===== src/rtl/hett_pkg.sv =====
// shared types, constants and the arctangent table of the heading error unit
// no dependencies
package hett_pkg;

    localparam int CORDIC_STAGES_DEF   = 16;
    localparam int ANGLE_FRAC_BITS_DEF = 13;
    localparam int TAB_LEN             = 24;

    // cordic datapath widths
    localparam int CW = 44;   // x, y after normalization plus growth
    localparam int ZW = 35;   // angle accumulator, q30 radians
    localparam int MW = 41;   // magnitude used for normalization

    typedef logic signed [CW-1:0] cord_t;
    typedef logic signed [ZW-1:0] zang_t;
    typedef logic signed [ZW:0]   diff_t;

    localparam zang_t PI_Q30     = 35'sd3373259426;
    localparam diff_t PI_DIFF    = 36'sd3373259426;
    localparam diff_t TWO_PI_DIFF = 36'sd6746518852;

    localparam logic [14:0] MAX_ERR_RESET = 15'd819;
    localparam logic [14:0] OUT_MAX       = 15'd32767;
    localparam int          COIN_SUM_MAX  = 42;
    localparam int          DEG_MAG_LIM   = 26844;
    localparam logic [32:0] DEG_SUM_MAX   = 33'd720575940;

    typedef struct packed {
        logic coin;
        logic degen;
    } hett_flags_t;

    // atan(2^-i) in q30, truncated
    function automatic logic [30:0] atan_q30(input int idx);
        logic [30:0] v;
        case (idx)
            0:  v = 31'd843314856;
            1:  v = 31'd497837829;
            2:  v = 31'd263043836;
            3:  v = 31'd133525158;
            4:  v = 31'd67021686;
            5:  v = 31'd33543515;
            6:  v = 31'd16775850;
            7:  v = 31'd8388437;
            8:  v = 31'd4194282;
            9:  v = 31'd2097149;
            10: v = 31'd1048575;
            11: v = 31'd524287;
            12: v = 31'd262143;
            13: v = 31'd131071;
            14: v = 31'd65535;
            15: v = 31'd32767;
            16: v = 31'd16383;
            17: v = 31'd8191;
            18: v = 31'd4095;
            19: v = 31'd2047;
            20: v = 31'd1023;
            21: v = 31'd511;
            22: v = 31'd255;
            23: v = 31'd127;
            default: v = '0;
        endcase
        return v;
    endfunction

endpackage


===== src/rtl/hett_degen.sv =====
// two-stage test for a forward axis too short to give a heading
// depends on hett_pkg
module hett_degen (
    input  logic               clk,
    input  logic               en,
    input  logic signed [34:0] fx,
    input  logic signed [34:0] fy,
    output logic               degen
);
    import hett_pkg::*;

    logic               small_reg;
    logic signed [31:0] sqx_reg, sqy_reg;
    logic               degen_reg;
    logic signed [15:0] fx16, fy16;

    assign fx16 = fx[15:0];
    assign fy16 = fy[15:0];

    always_ff @(posedge clk)
    begin
        if (en)
        begin
            small_reg <= (fx > -35'(DEG_MAG_LIM)) && (fx < 35'(DEG_MAG_LIM)) &&
                         (fy > -35'(DEG_MAG_LIM)) && (fy < 35'(DEG_MAG_LIM));
            sqx_reg   <= fx16 * fx16;
            sqy_reg   <= fy16 * fy16;
            degen_reg <= small_reg &&
                         ((33'(unsigned'(sqx_reg)) + 33'(unsigned'(sqy_reg))) <= DEG_SUM_MAX);
        end
    end

    assign degen = degen_reg;

endmodule


===== config.mk =====
export PLATFORM = sky130hd
export DESIGN_NAME = hett_degen
export DESIGN_NICKNAME = d
export VERILOG_FILES = /design/src/rtl/hett_pkg.sv /design/src/rtl/hett_degen.sv
export SDC_FILE = /design/constraint.sdc
export NUM_CORES = 1
export LEC_CHECK = 0
export BUFFER_PORTS_ARGS = -buffer_cell sky130_fd_sc_hd__buf_2
export CELL_PAD_IN_SITES_DETAIL_PLACEMENT = 0
export CELL_PAD_IN_SITES_GLOBAL_PLACEMENT = 1
export CORE_MARGIN = 10
export CORE_UTILIZATION = 52
export CTS_CLUSTER_DIAMETER = 50
export CTS_CLUSTER_SIZE = 16
export DETAILED_ROUTE_END_ITERATION = 8
export GPL_TIMING_DRIVEN = 0
export PLACE_DENSITY_LB_ADDON = 0.08
export SETUP_SLACK_MARGIN = 0.5
export SYNTH_ARGS = -nofsm -noshare
export SYNTH_HDL_FRONTEND = slang
export SYNTH_SLANG_ARGS = --single-unit
export TNS_END_PERCENT = 10

===== constraint.sdc =====
create_clock -name clk -period 13 [get_ports clk]
set_input_delay 3.9 -clock clk [delete_from_list [all_inputs] [get_ports clk]]
set_output_delay 3.9 -clock clk [all_outputs]
set_load 0.05 [all_outputs]

==> impl_metrics.env <==
export IMPL_yosysWarnings=0
export IMPL_cts_sinks=64
export IMPL_place_ws_ns=1.16
export IMPL_clock_fmax_mhz=86.1
export IMPL_slew_violations=0
export IMPL_dp_hpwl_um=43700
export IMPL_tns_ns=0
export IMPL_antenna_found_initial=1
export IMPL_crit_reg2reg_launch="sqx_reg[3]"
export IMPL_cp_arrival_ns=11.68
export IMPL_cp_slowest_cell="clkbuf_1"
export IMPL_rr_worst_depth=11
export IMPL_finalNetCount=3186
export IMPL_grt_start_max_net_pins=65
export IMPL_reg2reg_to="degen"
export IMPL_dr_first_iter_drc_count=793
export IMPL_synth_top_cell_area_share=0.427
export IMPL_synth_edf_count=64
export IMPL_synthCells=2353
export IMPL_clock_path_buffers=2
export IMPL_fin_ws_ns=1.39
export IMPL_syn_nets=3107
export IMPL_synth_avg_cell_area_um2=9.34
export IMPL_final_common_cell="inv_1"
export IMPL_path_delay_family="adder cells"
export IMPL_critPathMaxFanout=10
export IMPL_via_count=15766
export IMPL_postCtsSetupRepairBufs=0
export IMPL_hold_class="reg -> reg"
export IMPL_hold_end="degen"
export IMPL_cts_made_buffers=9
export IMPL_grt_overflow=0
export IMPL_endpoint_kind="register"
export IMPL_vias_per_cell=5.30
export IMPL_worst_pin_slew_ns=1.03
export IMPL_synth_area_um2=22000
export IMPL_start_kind="primary input"
export IMPL_start_util=0.525
export IMPL_path_clk_slew_ns=0.05
export IMPL_rows=75
export IMPL_path_class="in -> reg"
export IMPL_path_buf_inv=8
export IMPL_fin_crit_ns=11.61
export IMPL_ys_flop_type="edfxtp_1"
export IMPL_hold_buffers=0
export IMPL_io_pins=73
export IMPL_htreeDepth=3
export IMPL_grt_usage=0.210
export IMPL_rsz0062_at_grt="no"
export IMPL_r2r_slack_ns=8.75
export IMPL_portBuffers=68
export IMPL_place_area_um2=23000
export IMPL_grt_pass1_vias=17110
export IMPL_cts_tree="built"
export IMPL_hold_viol=0
export IMPL_clkLatencyLatePin_ns=0.33
export IMPL_root_buffer="clkbuf_16"
export IMPL_drcViolationCount=0
export IMPL_drt_antenna_violating_nets=0
export IMPL_post_route_period_util=0.893
export IMPL_final_cell_mix="inv_1, fa_1, ha_1, nand2_1, nor2_1"
export IMPL_core_um2=41900
export IMPL_slowest_delay_ns=0.55
export IMPL_cts_resized=0
export IMPL_drive_gt1_frac=0.0456
export IMPL_post_route_cell_area_um2=23300
export IMPL_crit_required_ns=13.07
export IMPL_grt_pass1_wl_um=85100
export IMPL_clock_skew_ns=0.00524
export IMPL_synth_async_sr_flop_share=0
export IMPL_synth_cell_types=68
export IMPL_dr_pass1_iters=7
export IMPL_yosys_area_top_type="fa_1"
export IMPL_worstHoldStart="small_reg"
export IMPL_ys_seq_area_frac=0.0875
export IMPL_dieArea_um2=50900
export IMPL_outcome="completed"
export IMPL_maxCapViolCount=0
export IMPL_maxSlewHeadroom=0.298
export IMPL_synth_area_leaders="fa_1, ha_1, inv_1"
export IMPL_finalSetupViolCount=0
export IMPL_gp_congestion=0.924
export IMPL_die_w_um=226
export IMPL_hold_path_depth=2
export IMPL_crit_top_cell="fa_1"
export IMPL_synth_seq_cells=64
export IMPL_timing_hold_ws_ns=0.801
export IMPL_drt_wl_total_um=50100
export IMPL_die_y_um=226
export IMPL_syn_to_final_growth_pct=5.84
export IMPL_wire_per_inst_um=16.8
export IMPL_n_fill_cell=3918
## per-stage QoR
step | util | cells
global route | 0.556 | 2975
finish | 0.556 | 2976
global placement | 0.549 | 2960
CTS | 0.556 | 2975
detailed placement | 0.549 | 2960
floorplan | - | 2353
## worst max path at each step
stage / startpoint / end / cells after the start / slack, ns
3_3_place_gp: fy[15] / sqy_reg[30] / 26 / 1.13
6_report: fy[15] / sqy_reg[30] / 26 / 1.39
3_5_place_dp: fy[15] / sqy_reg[30] / 26 / 1.16
4_1_cts: fy[15] / sqy_reg[30] / 26 / 1.47
2_1_floorplan: fy[15] / sqy_reg[30] / 25 / 2.59
5_1_grt: fy[15] / sqy_reg[30] / 26 / 0.95
## cells in the mapped netlist (3+ instances only)
master	n
xnor2_1	70
edfxtp_1	64
a211oi_1	12
nor4b_1	4
a21o_1	30
o21a_1	19
o22ai_1	3
a21oi_1	70
fa_1	469
and4_1	5
or3_1	3
a31oi_1	7
a2bb2oi_1	3
a2111oi_0	8
o21bai_1	15
o31a_1	3
clkbuf_1	56
o21ai_0	34
nand2_1	178
a311oi_1	4
o31ai_1	7
nor3_1	17
nor4_1	22
o211ai_1	5
nor2_1	103
a211o_1	6
and2_1	79
nand2b_1	17
xor2_1	33
a21o_2	3
nand3_1	23
nand4_1	20
nor2b_1	11
mux2i_1	5
inv_1	664
and3_1	12
or2_2	6
ha_1	213
a31o_2	9
## logic make-up (layout without fill, tap and decap cells)
group / after synthesis / count (layout) / share of synthesized area
buf+inv: 723 / 806 / 0.123
fa+ha+maj: 682 / 682 / 0.549
simple gates: 509 / 509 / 0.113
compound gates: 265 / 265 / 0.0836
xor+xnor: 103 / 103 / 0.0411
flops: 64 / 64 / 0.0875
mux: 7 / 7 / 0.00330
other cells: 0 / 1 / 0
## layout make-up
cell class / count / area, um2 / area share
Sequential cell: 64 / 1920 / 0.0826
Antenna cell: 1 / 2.50 / 0.000108
Multi-Input combinational cell: 1566 / 17300 / 0.746
Tap cell: 539 / 674 / 0.0290
Clock buffer: 9 / 225 / 0.00968
Inverter: 665 / 2500 / 0.107
Buffer: 58 / 218 / 0.00936
Clock inverter: 6 / 37.5 / 0.00161
Timing Repair Buffer: 68 / 343 / 0.0147
## tightest hold or removal path, cell delays in order, from the launching register on
cell and delay (ns):
edfxtp_1 0.34, nor4b_1 0.15, o2111a_1 0.14
## layer usage
metal  global-route usage  wire, um  vias up
met1                0.282     21700     7963
met5                    0        18        -
met3               0.0424      3140       48
met4               0.0275       658        2
li1                     -         -     7390
met2                0.354     24600      363
Power is left out: the tool's default activity adds up to more than one toggle a clock period on the data nets, which glitch-free logic cannot reach.
