<file path="src/rtl/hett_pkg.sv">
// shared types, constants and the arctangent table of the heading error unit
// no dependencies
package hett_pkg;

    localparam int CORDIC_STAGES_DEF   = 16;
    localparam int ANGLE_FRAC_BITS_DEF = 13;
    localparam int TAB_LEN             = 24;

    // cordic datapath widths
    localparam int CW = 44;   // x, y after normalization plus growth
    localparam int ZW = 35;   // angle accumulator, q30 radians
    localparam int MW = 41;   // magnitude used for normalization

    typedef logic signed [CW-1:0] cord_t;
    typedef logic signed [ZW-1:0] zang_t;
    typedef logic signed [ZW:0]   diff_t;

    localparam zang_t PI_Q30     = 35'sd3373259426;
    localparam diff_t PI_DIFF    = 36'sd3373259426;
    localparam diff_t TWO_PI_DIFF = 36'sd6746518852;

    localparam logic [14:0] MAX_ERR_RESET = 15'd819;
    localparam logic [14:0] OUT_MAX       = 15'd32767;
    localparam int          COIN_SUM_MAX  = 42;
    localparam int          DEG_MAG_LIM   = 26844;
    localparam logic [32:0] DEG_SUM_MAX   = 33'd720575940;

    typedef struct packed {
        logic coin;
        logic degen;
    } hett_flags_t;

    // atan(2^-i) in q30, truncated
    function automatic logic [30:0] atan_q30(input int idx);
        logic [30:0] v;
        case (idx)
            0:  v = 31'd843314856;
            1:  v = 31'd497837829;
            2:  v = 31'd263043836;
            3:  v = 31'd133525158;
            4:  v = 31'd67021686;
            5:  v = 31'd33543515;
            6:  v = 31'd16775850;
            7:  v = 31'd8388437;
            8:  v = 31'd4194282;
            9:  v = 31'd2097149;
            10: v = 31'd1048575;
            11: v = 31'd524287;
            12: v = 31'd262143;
            13: v = 31'd131071;
            14: v = 31'd65535;
            15: v = 31'd32767;
            16: v = 31'd16383;
            17: v = 31'd8191;
            18: v = 31'd4095;
            19: v = 31'd2047;
            20: v = 31'd1023;
            21: v = 31'd511;
            22: v = 31'd255;
            23: v = 31'd127;
            default: v = '0;
        endcase
        return v;
    endfunction

endpackage

</file>
<file path="src/rtl/hett_prep.sv">
// front end: target offset, flattened forward axis and the coincident-target test
// depends on hett_pkg
module hett_prep (
    input  logic               clk,
    input  logic               en,
    input  logic signed [31:0] pos_x,
    input  logic signed [31:0] pos_y,
    input  logic signed [31:0] target_x,
    input  logic signed [31:0] target_y,
    input  logic signed [15:0] quat_w,
    input  logic signed [15:0] quat_x,
    input  logic signed [15:0] quat_y,
    input  logic signed [15:0] quat_z,
    output logic signed [32:0] dx,
    output logic signed [32:0] dy,
    output logic signed [34:0] fx,
    output logic signed [34:0] fy,
    output logic               coin
);
    import hett_pkg::*;

    logic signed [32:0] dx1_reg, dy1_reg;
    logic signed [31:0] pxy_reg, pwz_reg, pxx_reg, pzz_reg;
    logic signed [32:0] dx2_reg, dy2_reg;
    logic signed [34:0] fx_reg, fy_reg;
    logic               coin_reg;

    logic signed [34:0] cross_next, sq_next, fx_next, fy_next;
    logic signed [3:0]  dx4, dy4;
    logic signed [7:0]  dxx, dyy;
    logic               coin_next;

    always_ff @(posedge clk)
    begin
        if (en)
        begin
            dx1_reg <= $signed({target_x[31], target_x}) - $signed({pos_x[31], pos_x});
            dy1_reg <= $signed({target_y[31], target_y}) - $signed({pos_y[31], pos_y});
            pxy_reg <= quat_x * quat_y;
            pwz_reg <= quat_w * quat_z;
            pxx_reg <= quat_x * quat_x;
            pzz_reg <= quat_z * quat_z;
        end
    end

    always_comb
    begin
        cross_next = 35'(pxy_reg) - 35'(pwz_reg);
        sq_next    = 35'(pxx_reg) + 35'(pzz_reg);
        fx_next    = cross_next <<< 1;
        fy_next    = 35'sd268435456 - (sq_next <<< 1);
        // only values below 7 in magnitude can be coincident, low bits suffice
        dx4        = dx1_reg[3:0];
        dy4        = dy1_reg[3:0];
        dxx        = dx4 * dx4;
        dyy        = dy4 * dy4;
        coin_next  = (dx1_reg > -33'sd7) && (dx1_reg < 33'sd7) &&
                     (dy1_reg > -33'sd7) && (dy1_reg < 33'sd7) &&
                     ((9'(dxx) + 9'(dyy)) <= 9'(COIN_SUM_MAX));
    end

    always_ff @(posedge clk)
    begin
        if (en)
        begin
            dx2_reg  <= dx1_reg;
            dy2_reg  <= dy1_reg;
            fx_reg   <= fx_next;
            fy_reg   <= fy_next;
            coin_reg <= coin_next;
        end
    end

    assign dx   = dx2_reg;
    assign dy   = dy2_reg;
    assign fx   = fx_reg;
    assign fy   = fy_reg;
    assign coin = coin_reg;

endmodule

</file>
<file path="config.mk">
export PLATFORM = sky130hd
export DESIGN_NAME = hett_prep
export DESIGN_NICKNAME = d
export VERILOG_FILES = /design/src/rtl/hett_pkg.sv /design/src/rtl/hett_prep.sv
export SDC_FILE = /design/constraint.sdc
export NUM_CORES = 2
export LEC_CHECK = 0
export ABC_CLOCK_PERIOD_IN_PS = 12880
export BUFFER_PORTS_ARGS = -buffer_cell sky130_fd_sc_hd__buf_4
export CAP_MARGIN = 10
export CELL_PAD_IN_SITES_DETAIL_PLACEMENT = 1
export CELL_PAD_IN_SITES_GLOBAL_PLACEMENT = 1
export CORE_UTILIZATION = 45
export CTS_BUF_LIST = sky130_fd_sc_hd__clkbuf_16
export DETAILED_ROUTE_END_ITERATION = 10
export PLACE_DENSITY = 0.75
export SYNTH_ARGS = -nofsm -noshare
export SYNTH_HDL_FRONTEND = slang
export SYNTH_SLANG_ARGS = --single-unit
</file>
<file path="constraint.sdc">
create_clock -name clk -period 12.88 [get_ports clk]
set_input_delay 0.644 -clock clk [delete_from_list [all_inputs] [get_ports clk]]
set_output_delay 0.644 -clock clk [all_outputs]
set_load 0.02 [all_outputs]
</file>
==> impl_metrics.tcl <==
set metrics [dict create \
    drc_errors 0 \
    clk_transition_reported_paths_ns 0.06 \
    dp_cells 7450 \
    via_count 39080 \
    portBuffers 328 \
    clk_latency_ns 0.61 \
    layoutNonFillerInstCount 7521 \
    cts_resized 0 \
    multiInputGateArea_sq_um 39900 \
    synth_top_flop_cell "edfxtp_1" \
    synth_top_area_share_pct 36.7 \
    synth_seq_cells 326 \
    cap_violations 0 \
    ys_warn_count 0 \
    gp_congestion 0.873 \
    regArea_sq_um 9790 \
    dieArea_sq_um 125000 \
    grt_pass1_vias 45445 \
    drive_above_1_share_pct 7.35 \
    hold_class "in2reg" \
    synth_cells 5642 \
    worstPathMaxFanout 29 \
    hold_viol 0 \
    cts_buffer_depth 3 \
    drt-pass1-iter-count 5 \
    largest_register_ffs 34 \
    via_per_inst 5.20 \
    synth_area_leader_cell "fa_1" \
    ioPinCount 331 \
    placed_area_sq_um 59400 \
    worst_clock_skew_ns 0.0369 \
    htree_levels 2 \
    required_ns 13.21 \
    place_ws_ns 5.21 \
    arrival_ns 7.42 \
    clockRootBuffer "clkbuf_16" \
    die_y_um 353 \
    endpoint_kind "flip-flop" \
    fin_nets 7579 \
    slew_headroom_pct 28.0 \
    post_cts_buffers 0 \
    worst_pin_slew_ns 1.08 \
    area_growth_pct 9.59 \
    final_cell_mix "inv_1, fa_1, ha_1" \
    floorplan.initialDensity_pct 45.5 \
    syn_area_sq_um 55500 \
    period_minus_slack_ns 7.09 \
    cts_buffers 40 \
    critical_path_class "in2reg" \
    cts_hold_buf 0 \
    core_area_sq_um 122000 \
    fmax_mhz 141 \
    synth.distinct_cells 83 \
    grt-ovfl-total 0 \
    die_w_um 353 \
    setup_slack_ns 5.79 \
    layout_commonest_cell "inv_1" \
    wirelength_um 149000 \
    setup_viol 0 \
    cts_tree "yes" \
    rows 128 \
    clock_sinks 326 \
    synth_edf_count 326 \
    final.period_utilization_pct 55.1 \
    async_flop_share_pct 0 \
    seq_area_frac_synth_pct 17.6 \
    tns_ns 0 \
    synth.top_cells.by_area "fa_1, edfxtp_1, ha_1" \
    grt_setup_unrepaired "no" \
    slew_violations 0 \
    grt_pass1_wl_um 244000 \
    drtIter0Drc 1592 \
    antenna_found_initial 5 \
    grt_max_degree 109 \
    grt_util_all_layers_pct 24.6 \
    final_area_sq_um 60800 \
    antenna_left 0 \
    cp-start-kind "input port" \
    dpl.hpwl_um 122000 \
    status "completed" \
    fill_cells 13856 \
    syn_area_per_cell_sq_um 9.84 \
    wl_per_cell_um 19.7 \
]
[synth_stat cells, types with 29 or more instances]
master / number
nand2b_1: 45
xnor2_1: 233
and2_1: 326
nor2b_1: 38
nand2_1: 498
xor2_1: 71
nor3_1: 51
nand4_1: 29
inv_1: 1394
a21o_1: 88
a21oi_1: 173
nand3_1: 46
edfxtp_1: 326
fa_1: 1018
nor2_1: 214
and3_1: 31
o21bai_1: 44
o21ai_0: 101
clkbuf_1: 138
ha_1: 500
[per-layer routing]
| metal | up-vias | track usage, % | share of wire (%) |
|---|---|---|---|
| li1 | 17839 | - | - |
| met1 | 20168 | 31.3 | 42 |
| met2 | 867 | 44.1 | 51 |
| met3 | 202 | 2.73 | 4.4 |
| met4 | 4 | 7.00 | 3.1 |
| met5 | - | 0 | 0.018 |
[per-stage QoR]
stage / hold slack [ns] / util (%)
floorplan: 0.441 / -
global placement: 0.448 / 48.7
detailed placement: 0.470 / 48.7
CTS: 0.401 / 49.8
global route: 0.442 / 49.8
finish: 0.441 / 49.8
[cells by family (layout without fill, tap and decap cells)]
logic type	count (synthesis)	in the layout	share of synthesized area [%]
buf+inv	1545	1797	10.5
compound gates	597	597	7.12
mux	7	7	0.131
simple gates	1344	1344	11.8
fa+ha+maj	1518	1518	48.0
flops	326	326	17.6
other cells	1	3	0.00676
xor+xnor	304	304	4.80
[critical path, stage by stage]
cell	delay, ns
buf_4	0.36
clkinv_1	0.41
nor2_1	0.30
ha_1	0.30
xor2_1	0.20
fa_1	0.51
fa_1	0.51
inv_1	0.06
fa_1	0.49
fa_1	0.49
inv_1	0.05
fa_1	0.47
inv_1	0.04
ha_1	0.18
or3_1	0.35
o31ai_1	0.52
o2111ai_1	0.28
a41o_1	0.34
a31oi_1	0.40
nor4b_1	0.12
a211oi_1	0.28
xnor2_1	0.10
[final cells by class]
cell class	instances	share of cell area (%)
multi-input combinational	3772	65.6
sequential	326	16.1
inverter	1395	8.61
timing repair buffer	332	4.11
tap	1625	3.34
clock buffer	40	1.65
clock inverter	30	0.603
antenna	1	0.00411
[path summary, 6_finish.rpt]
path | end | slack [ns] | cells after the start | startpoint
worst max-delay path | pxx_reg[30]$_DFFE_PP_ | 5.79 | 22 | quat_x[3]
worst min-delay path | dy1_reg[0]$_DFFE_PP_ | 0.44 | 3 | pos_y[0]
worst max register to register | coin$_DFFE_PP_ | 8.00 | 14 | dy1_reg[3]$_DFFE_PP_
worst min register to register | dx[15]$_DFFE_PP_ | 0.49 | 0 | dx1_reg[15]$_DFFE_PP_
Power is left out: the tool's default activity adds up to more than one toggle a clock period on the data nets, which glitch-free logic cannot reach.
