File: src/rtl/hett_pkg.sv
// shared types, constants and the arctangent table of the heading error unit
// no dependencies
package hett_pkg;

    localparam int CORDIC_STAGES_DEF   = 16;
    localparam int ANGLE_FRAC_BITS_DEF = 13;
    localparam int TAB_LEN             = 24;

    // cordic datapath widths
    localparam int CW = 44;   // x, y after normalization plus growth
    localparam int ZW = 35;   // angle accumulator, q30 radians
    localparam int MW = 41;   // magnitude used for normalization

    typedef logic signed [CW-1:0] cord_t;
    typedef logic signed [ZW-1:0] zang_t;
    typedef logic signed [ZW:0]   diff_t;

    localparam zang_t PI_Q30     = 35'sd3373259426;
    localparam diff_t PI_DIFF    = 36'sd3373259426;
    localparam diff_t TWO_PI_DIFF = 36'sd6746518852;

    localparam logic [14:0] MAX_ERR_RESET = 15'd819;
    localparam logic [14:0] OUT_MAX       = 15'd32767;
    localparam int          COIN_SUM_MAX  = 42;
    localparam int          DEG_MAG_LIM   = 26844;
    localparam logic [32:0] DEG_SUM_MAX   = 33'd720575940;

    typedef struct packed {
        logic coin;
        logic degen;
    } hett_flags_t;

    // atan(2^-i) in q30, truncated
    function automatic logic [30:0] atan_q30(input int idx);
        logic [30:0] v;
        case (idx)
            0:  v = 31'd843314856;
            1:  v = 31'd497837829;
            2:  v = 31'd263043836;
            3:  v = 31'd133525158;
            4:  v = 31'd67021686;
            5:  v = 31'd33543515;
            6:  v = 31'd16775850;
            7:  v = 31'd8388437;
            8:  v = 31'd4194282;
            9:  v = 31'd2097149;
            10: v = 31'd1048575;
            11: v = 31'd524287;
            12: v = 31'd262143;
            13: v = 31'd131071;
            14: v = 31'd65535;
            15: v = 31'd32767;
            16: v = 31'd16383;
            17: v = 31'd8191;
            18: v = 31'd4095;
            19: v = 31'd2047;
            20: v = 31'd1023;
            21: v = 31'd511;
            22: v = 31'd255;
            23: v = 31'd127;
            default: v = '0;
        endcase
        return v;
    endfunction

endpackage

File: src/rtl/hett_post.sv
// back end: angle difference, wrap, magnitude, rounding and limit compare
// depends on hett_pkg
module hett_post #(
    parameter int ANGLE_FRAC_BITS = hett_pkg::ANGLE_FRAC_BITS_DEF
) (
    input  logic              clk,
    input  logic              en,
    input  hett_pkg::zang_t     z_target,
    input  hett_pkg::zang_t     z_heading,
    input  hett_pkg::hett_flags_t flags,
    input  logic [14:0]       max_err,
    output logic [14:0]       yaw_error,
    output logic              exceeds_limit,
    output hett_pkg::hett_flags_t flags_out
);
    import hett_pkg::*;

    localparam int          SH   = 30 - ANGLE_FRAC_BITS;
    localparam logic [33:0] HALF = 34'(1) << (SH - 1);

    diff_t        diff_reg;
    hett_flags_t  f1_reg, f2_reg, f3_reg;
    logic [32:0]  mag_reg;
    logic [14:0]  yaw_reg;
    logic         exc_reg;

    diff_t        wrapped;
    logic [32:0]  mag_next;
    logic [33:0]  rsum, rq;
    logic [14:0]  yaw_next;

    always_comb
    begin
        if (diff_reg > PI_DIFF)
            wrapped = diff_reg - TWO_PI_DIFF;
        else if (diff_reg < -PI_DIFF)
            wrapped = diff_reg + TWO_PI_DIFF;
        else
            wrapped = diff_reg;
        if (f1_reg.coin)
            mag_next = '0;
        else if (f1_reg.degen)
            mag_next = 33'(PI_DIFF);
        else
            mag_next = wrapped[ZW] ? 33'(-wrapped) : 33'(wrapped);
    end

    always_comb
    begin
        rsum     = 34'(mag_reg) + HALF;
        rq       = rsum >> SH;
        yaw_next = (rq > 34'(OUT_MAX)) ? OUT_MAX : rq[14:0];
    end

    always_ff @(posedge clk)
    begin
        if (en)
        begin
            diff_reg <= diff_t'(z_target) - diff_t'(z_heading);
            f1_reg   <= flags;
            mag_reg  <= mag_next;
            f2_reg   <= f1_reg;
            yaw_reg  <= yaw_next;
            exc_reg  <= yaw_next > max_err;
            f3_reg   <= f2_reg;
        end
    end

    assign yaw_error     = yaw_reg;
    assign exceeds_limit = exc_reg;
    assign flags_out     = f3_reg;

endmodule

File: config.mk
export PLATFORM = sky130hd
export DESIGN_NAME = hett_post
export DESIGN_NICKNAME = d
export VERILOG_FILES = /design/src/rtl/hett_pkg.sv /design/src/rtl/hett_post.sv
export SDC_FILE = /design/constraint.sdc
export NUM_CORES = 1
export LEC_CHECK = 0
export ABC_AREA = 1
export BUFFER_PORTS_ARGS = -buffer_cell sky130_fd_sc_hd__buf_2
export CAP_MARGIN = 20
export CORE_MARGIN = 2
export CORE_UTILIZATION = 35
export CTS_CLUSTER_DIAMETER = 100
export DETAILED_ROUTE_END_ITERATION = 10
export PLACE_DENSITY = 0.63
export SLEW_MARGIN = 25
export SYNTH_ARGS = -nofsm -noshare
export SYNTH_HDL_FRONTEND = slang
export SYNTH_SLANG_ARGS = --single-unit
File: constraint.sdc
create_clock -name clk -period 3.7 [get_ports clk]
set_input_delay 0.74 -clock clk [delete_from_list [all_inputs] [get_ports clk]]
set_output_delay 0.74 -clock clk [all_outputs]
set_load 0.005 [all_outputs]
==> impl_metrics.toml <==
[global_route]
grt_max_degree = 76
grt_pass1_wl_mm = 47.43
grt_overflow = 0
first_global_vias = 9533
grt_use_total_pct = 20.91
antenna_found_initial = 0

[timing]
finalClockSkew_ps = 11.29
max_freq_ghz = 0.2967
worst_pin_slew_ps = 1014
hold_viol = 0
totalNegativeSetupSlack_ps = 0
worst_slack_ps = 329.1
min_period_ps = 3371
relSlewSlack_pct = 32.37
rsz0062_at_grt = "no"
fin_crit_sh_pct = 91.10
maxSlewViolCount = 0
setup_violations = 0

[power]
leakage_nw = 5.557
ir_worst_vdd_v = 0.0002038
powerDensity_mw_per_mm2 = 400.6

[floorplan]
ios = 107
rows = 60
dieHeight_um = 169.0
die_area_mm2 = 0.02856
die_x_um = 169.0
initial_core_util_pct = 35.45
core_area_mm2 = 0.02688

[drt]
first_pass_iters = 5
wl_mm = 29.35
vias = 10050
dr.first_iter.drc_count = 740
ant_nets = 0
avgRoutedWirePerCell_um = 14.54
drt_drc_violations_left = 0
vias_per_cell = 4.979

[placed_design]
dp_slack_ps = 85.45
place_congestion = 0.9556
io_buffers = 106
dpl.cell_count = 2002
place_hpwl_mm = 24.42

[synth]
synth_cells = 1540
yosysWarnings = 0
synth-seq-area-share_pct = 23.64
synth.distinct_cells = 51
synth_nets = 1684
syn_area_per_cell_um2 = 6.187
syn_area_mm2 = 0.009528
synth_seq_cells = 75

[layout]
drive_above_1_share_pct = 14.60
antennaDiodeCount = 0
final_cell_mix = "nand2_1 (471), inv_1 (202), nor2_1 (194)"
fin_nets = 1817
largest_reg_flops = 36
layout_commonest_cell = "nand2_1"
final-instance-count-excl-fill = 2019
syn2layout_area_growth_pct = 14.89
nFillCells = 2907

[clock_tree]
clkTransAtPathRegs_ps = 80
clock_latency_ps = 360
clockBufferDepth = 2
cts-buffers-inserted = 9
cts-htree-levels = 3
clkSinkCount = 75
root_buffer = "clkbuf_16"
cts_tree = "yes"

[critical_path]
crit_arrival_ps = 3490
start_kind = "register"
crit_family = "simple AND/OR/NAND/NOR gates"
cp_cell_sequence = "nand2_1 -> nand2_1 -> nand3_1 -> a21oi_1 -> a21oi_4 -> nand3_4 -> nand2_1 -> a21oi_1 -> nand2_1 -> nor2_1 -> nand3_1 -> nor2_4 -> nand2_1 -> nand2_2 -> nand2_1 -> nand2_1 -> nand3_1 -> nand2_1 -> inv_1"
cp_data_required_time_ps = 3820
cp-end-kind = "register"
crit_path_frequent_cell = "nand2_1"
max_stage_delay_ps = 600
cp_num_buf_inv = 1
slowest_stage = "edfxtp_1"
worstPathMaxFanout = 23
critPathKind = "reg2reg"

[min_path]
hp-class = "reg2reg"

[outcome]
status = "finished clean"

[run]
drv_cap = 0
power by group:
part | switching [W] | internal, W
logic | 0.00141 | 0.000800
registers | 0.000156 | 0.00110
clock network | 0.000453 | 0.000474
per-layer routing:
| layer | share of wire [%] | global-route usage, % | vias to the layer above |
|---|---|---|---|
| met5 | 0 | 0 | - |
| met4 | 3.6 | 8.919 | 0 |
| met3 | 4.4 | 1.894 | 53 |
| met2 | 49 | 37.30 | 288 |
| met1 | 43 | 25.79 | 4461 |
| li1 | - | - | 5251 |
repair_timing:
action,4_1_cts,5_1_grt
endpoints found under the setup margin,0,2
buffers inserted,0,1
resized for setup,0,1
endpoints found under the hold margin,0,0
hold buffers,0,0
cell type report:
class | count | area, µm² | share of cell area, %
Clock buffer | 9 | 225.2 | 2.057
Multi-Input combinational cell | 1206 | 6166 | 56.33
Inverter | 218 | 820.8 | 7.498
Clock inverter | 7 | 70.07 | 0.6401
Timing Repair Buffer | 163 | 985.9 | 9.007
Sequential cell | 75 | 2252 | 20.57
Tap cell | 341 | 426.7 | 3.898
cell families (layout without fill, tap and decap cells):
group / count (synthesis) / after routing / synth area share (%)
and+or+nand+nor: 900 / 900 / 40.39
buffers and inverters: 259 / 397 / 11.65
AOI/OAI and AO/OA: 190 / 190 / 11.41
DFF: 75 / 75 / 23.64
xor gates and xnor gates: 61 / 61 / 5.607
adders and majority gates: 55 / 55 / 7.301
synth_stat cells (all sizes together):
library cell,instances,area (µm²)
ha,54,675.7
a221oi,2,17.52
o31ai,3,27.52
or2,3,18.77
o21bai,4,30.03
a21oi,97,541.8
o22ai,1,6.260
o41ai,1,8.760
nand4,31,193.9
a211oi,2,15.01
and3,1,6.260
nand3,140,723.2
nand3b,2,15.01
xnor2,13,113.9
a31o,1,8.760
nor3,19,105.1
edfxtp,75,2252
o21a,1,7.510
a31oi,5,31.28
buf,38,276.5
a21boi,3,22.52
a21o,6,45.04
and2,3,18.77
xor2,48,420.4
inv,218,820.8
nor2,213,885.9
o211ai,2,15.01
fa,1,20.02
nand2,483,1848
o21ai,62,310.3
nor3b,2,15.01
clkbuf,3,12.51
nor4,3,18.77
final timing paths:
path                                    from           end  slack (ps)  cells after the start
worst max-delay path            diff_reg[24]   mag_reg[30]         330                     19
worst min-delay path               f2_reg[1]  flags_out[1]         420                      0
worst max register to register  diff_reg[24]   mag_reg[30]         330                     19
worst min register to register     f2_reg[1]  flags_out[1]         420                      0
metrics by stage:
| step | power [W] | util [%] | hold WS (ps) | area, µm² |
|---|---|---|---|---|
| finish | 0.004386 | 40.73 | 422.1 | 10950 |
| global route | 0.004754 | 40.73 | 433.5 | 10950 |
| CTS | 0.004394 | 40.70 | 425.8 | 10940 |
| detailed placement | 0.003453 | 39.60 | 408.4 | 10640 |
| global placement | 0.003432 | 39.60 | 405.6 | 10640 |
| floorplan | 0.002786 | - | 400.3 | 9528 |
worst reg2reg max path, cell delays in order (launching register included):
cell and delay [ps]:
edfxtp_1 600, nand2_1 180, nand2_1 100, nand3_1 60
a21oi_1 430, a21oi_4 110, nand3_4 270, nand2_1 100
a21oi_1 150, nand2_1 70, nor2_1 170, nand3_1 150
nor2_4 200, nand2_1 140, nand2_2 120, nand2_1 60
nand2_1 50, nand3_1 60, nand2_1 70, inv_1 40
(Power assumes the default switching activity.)
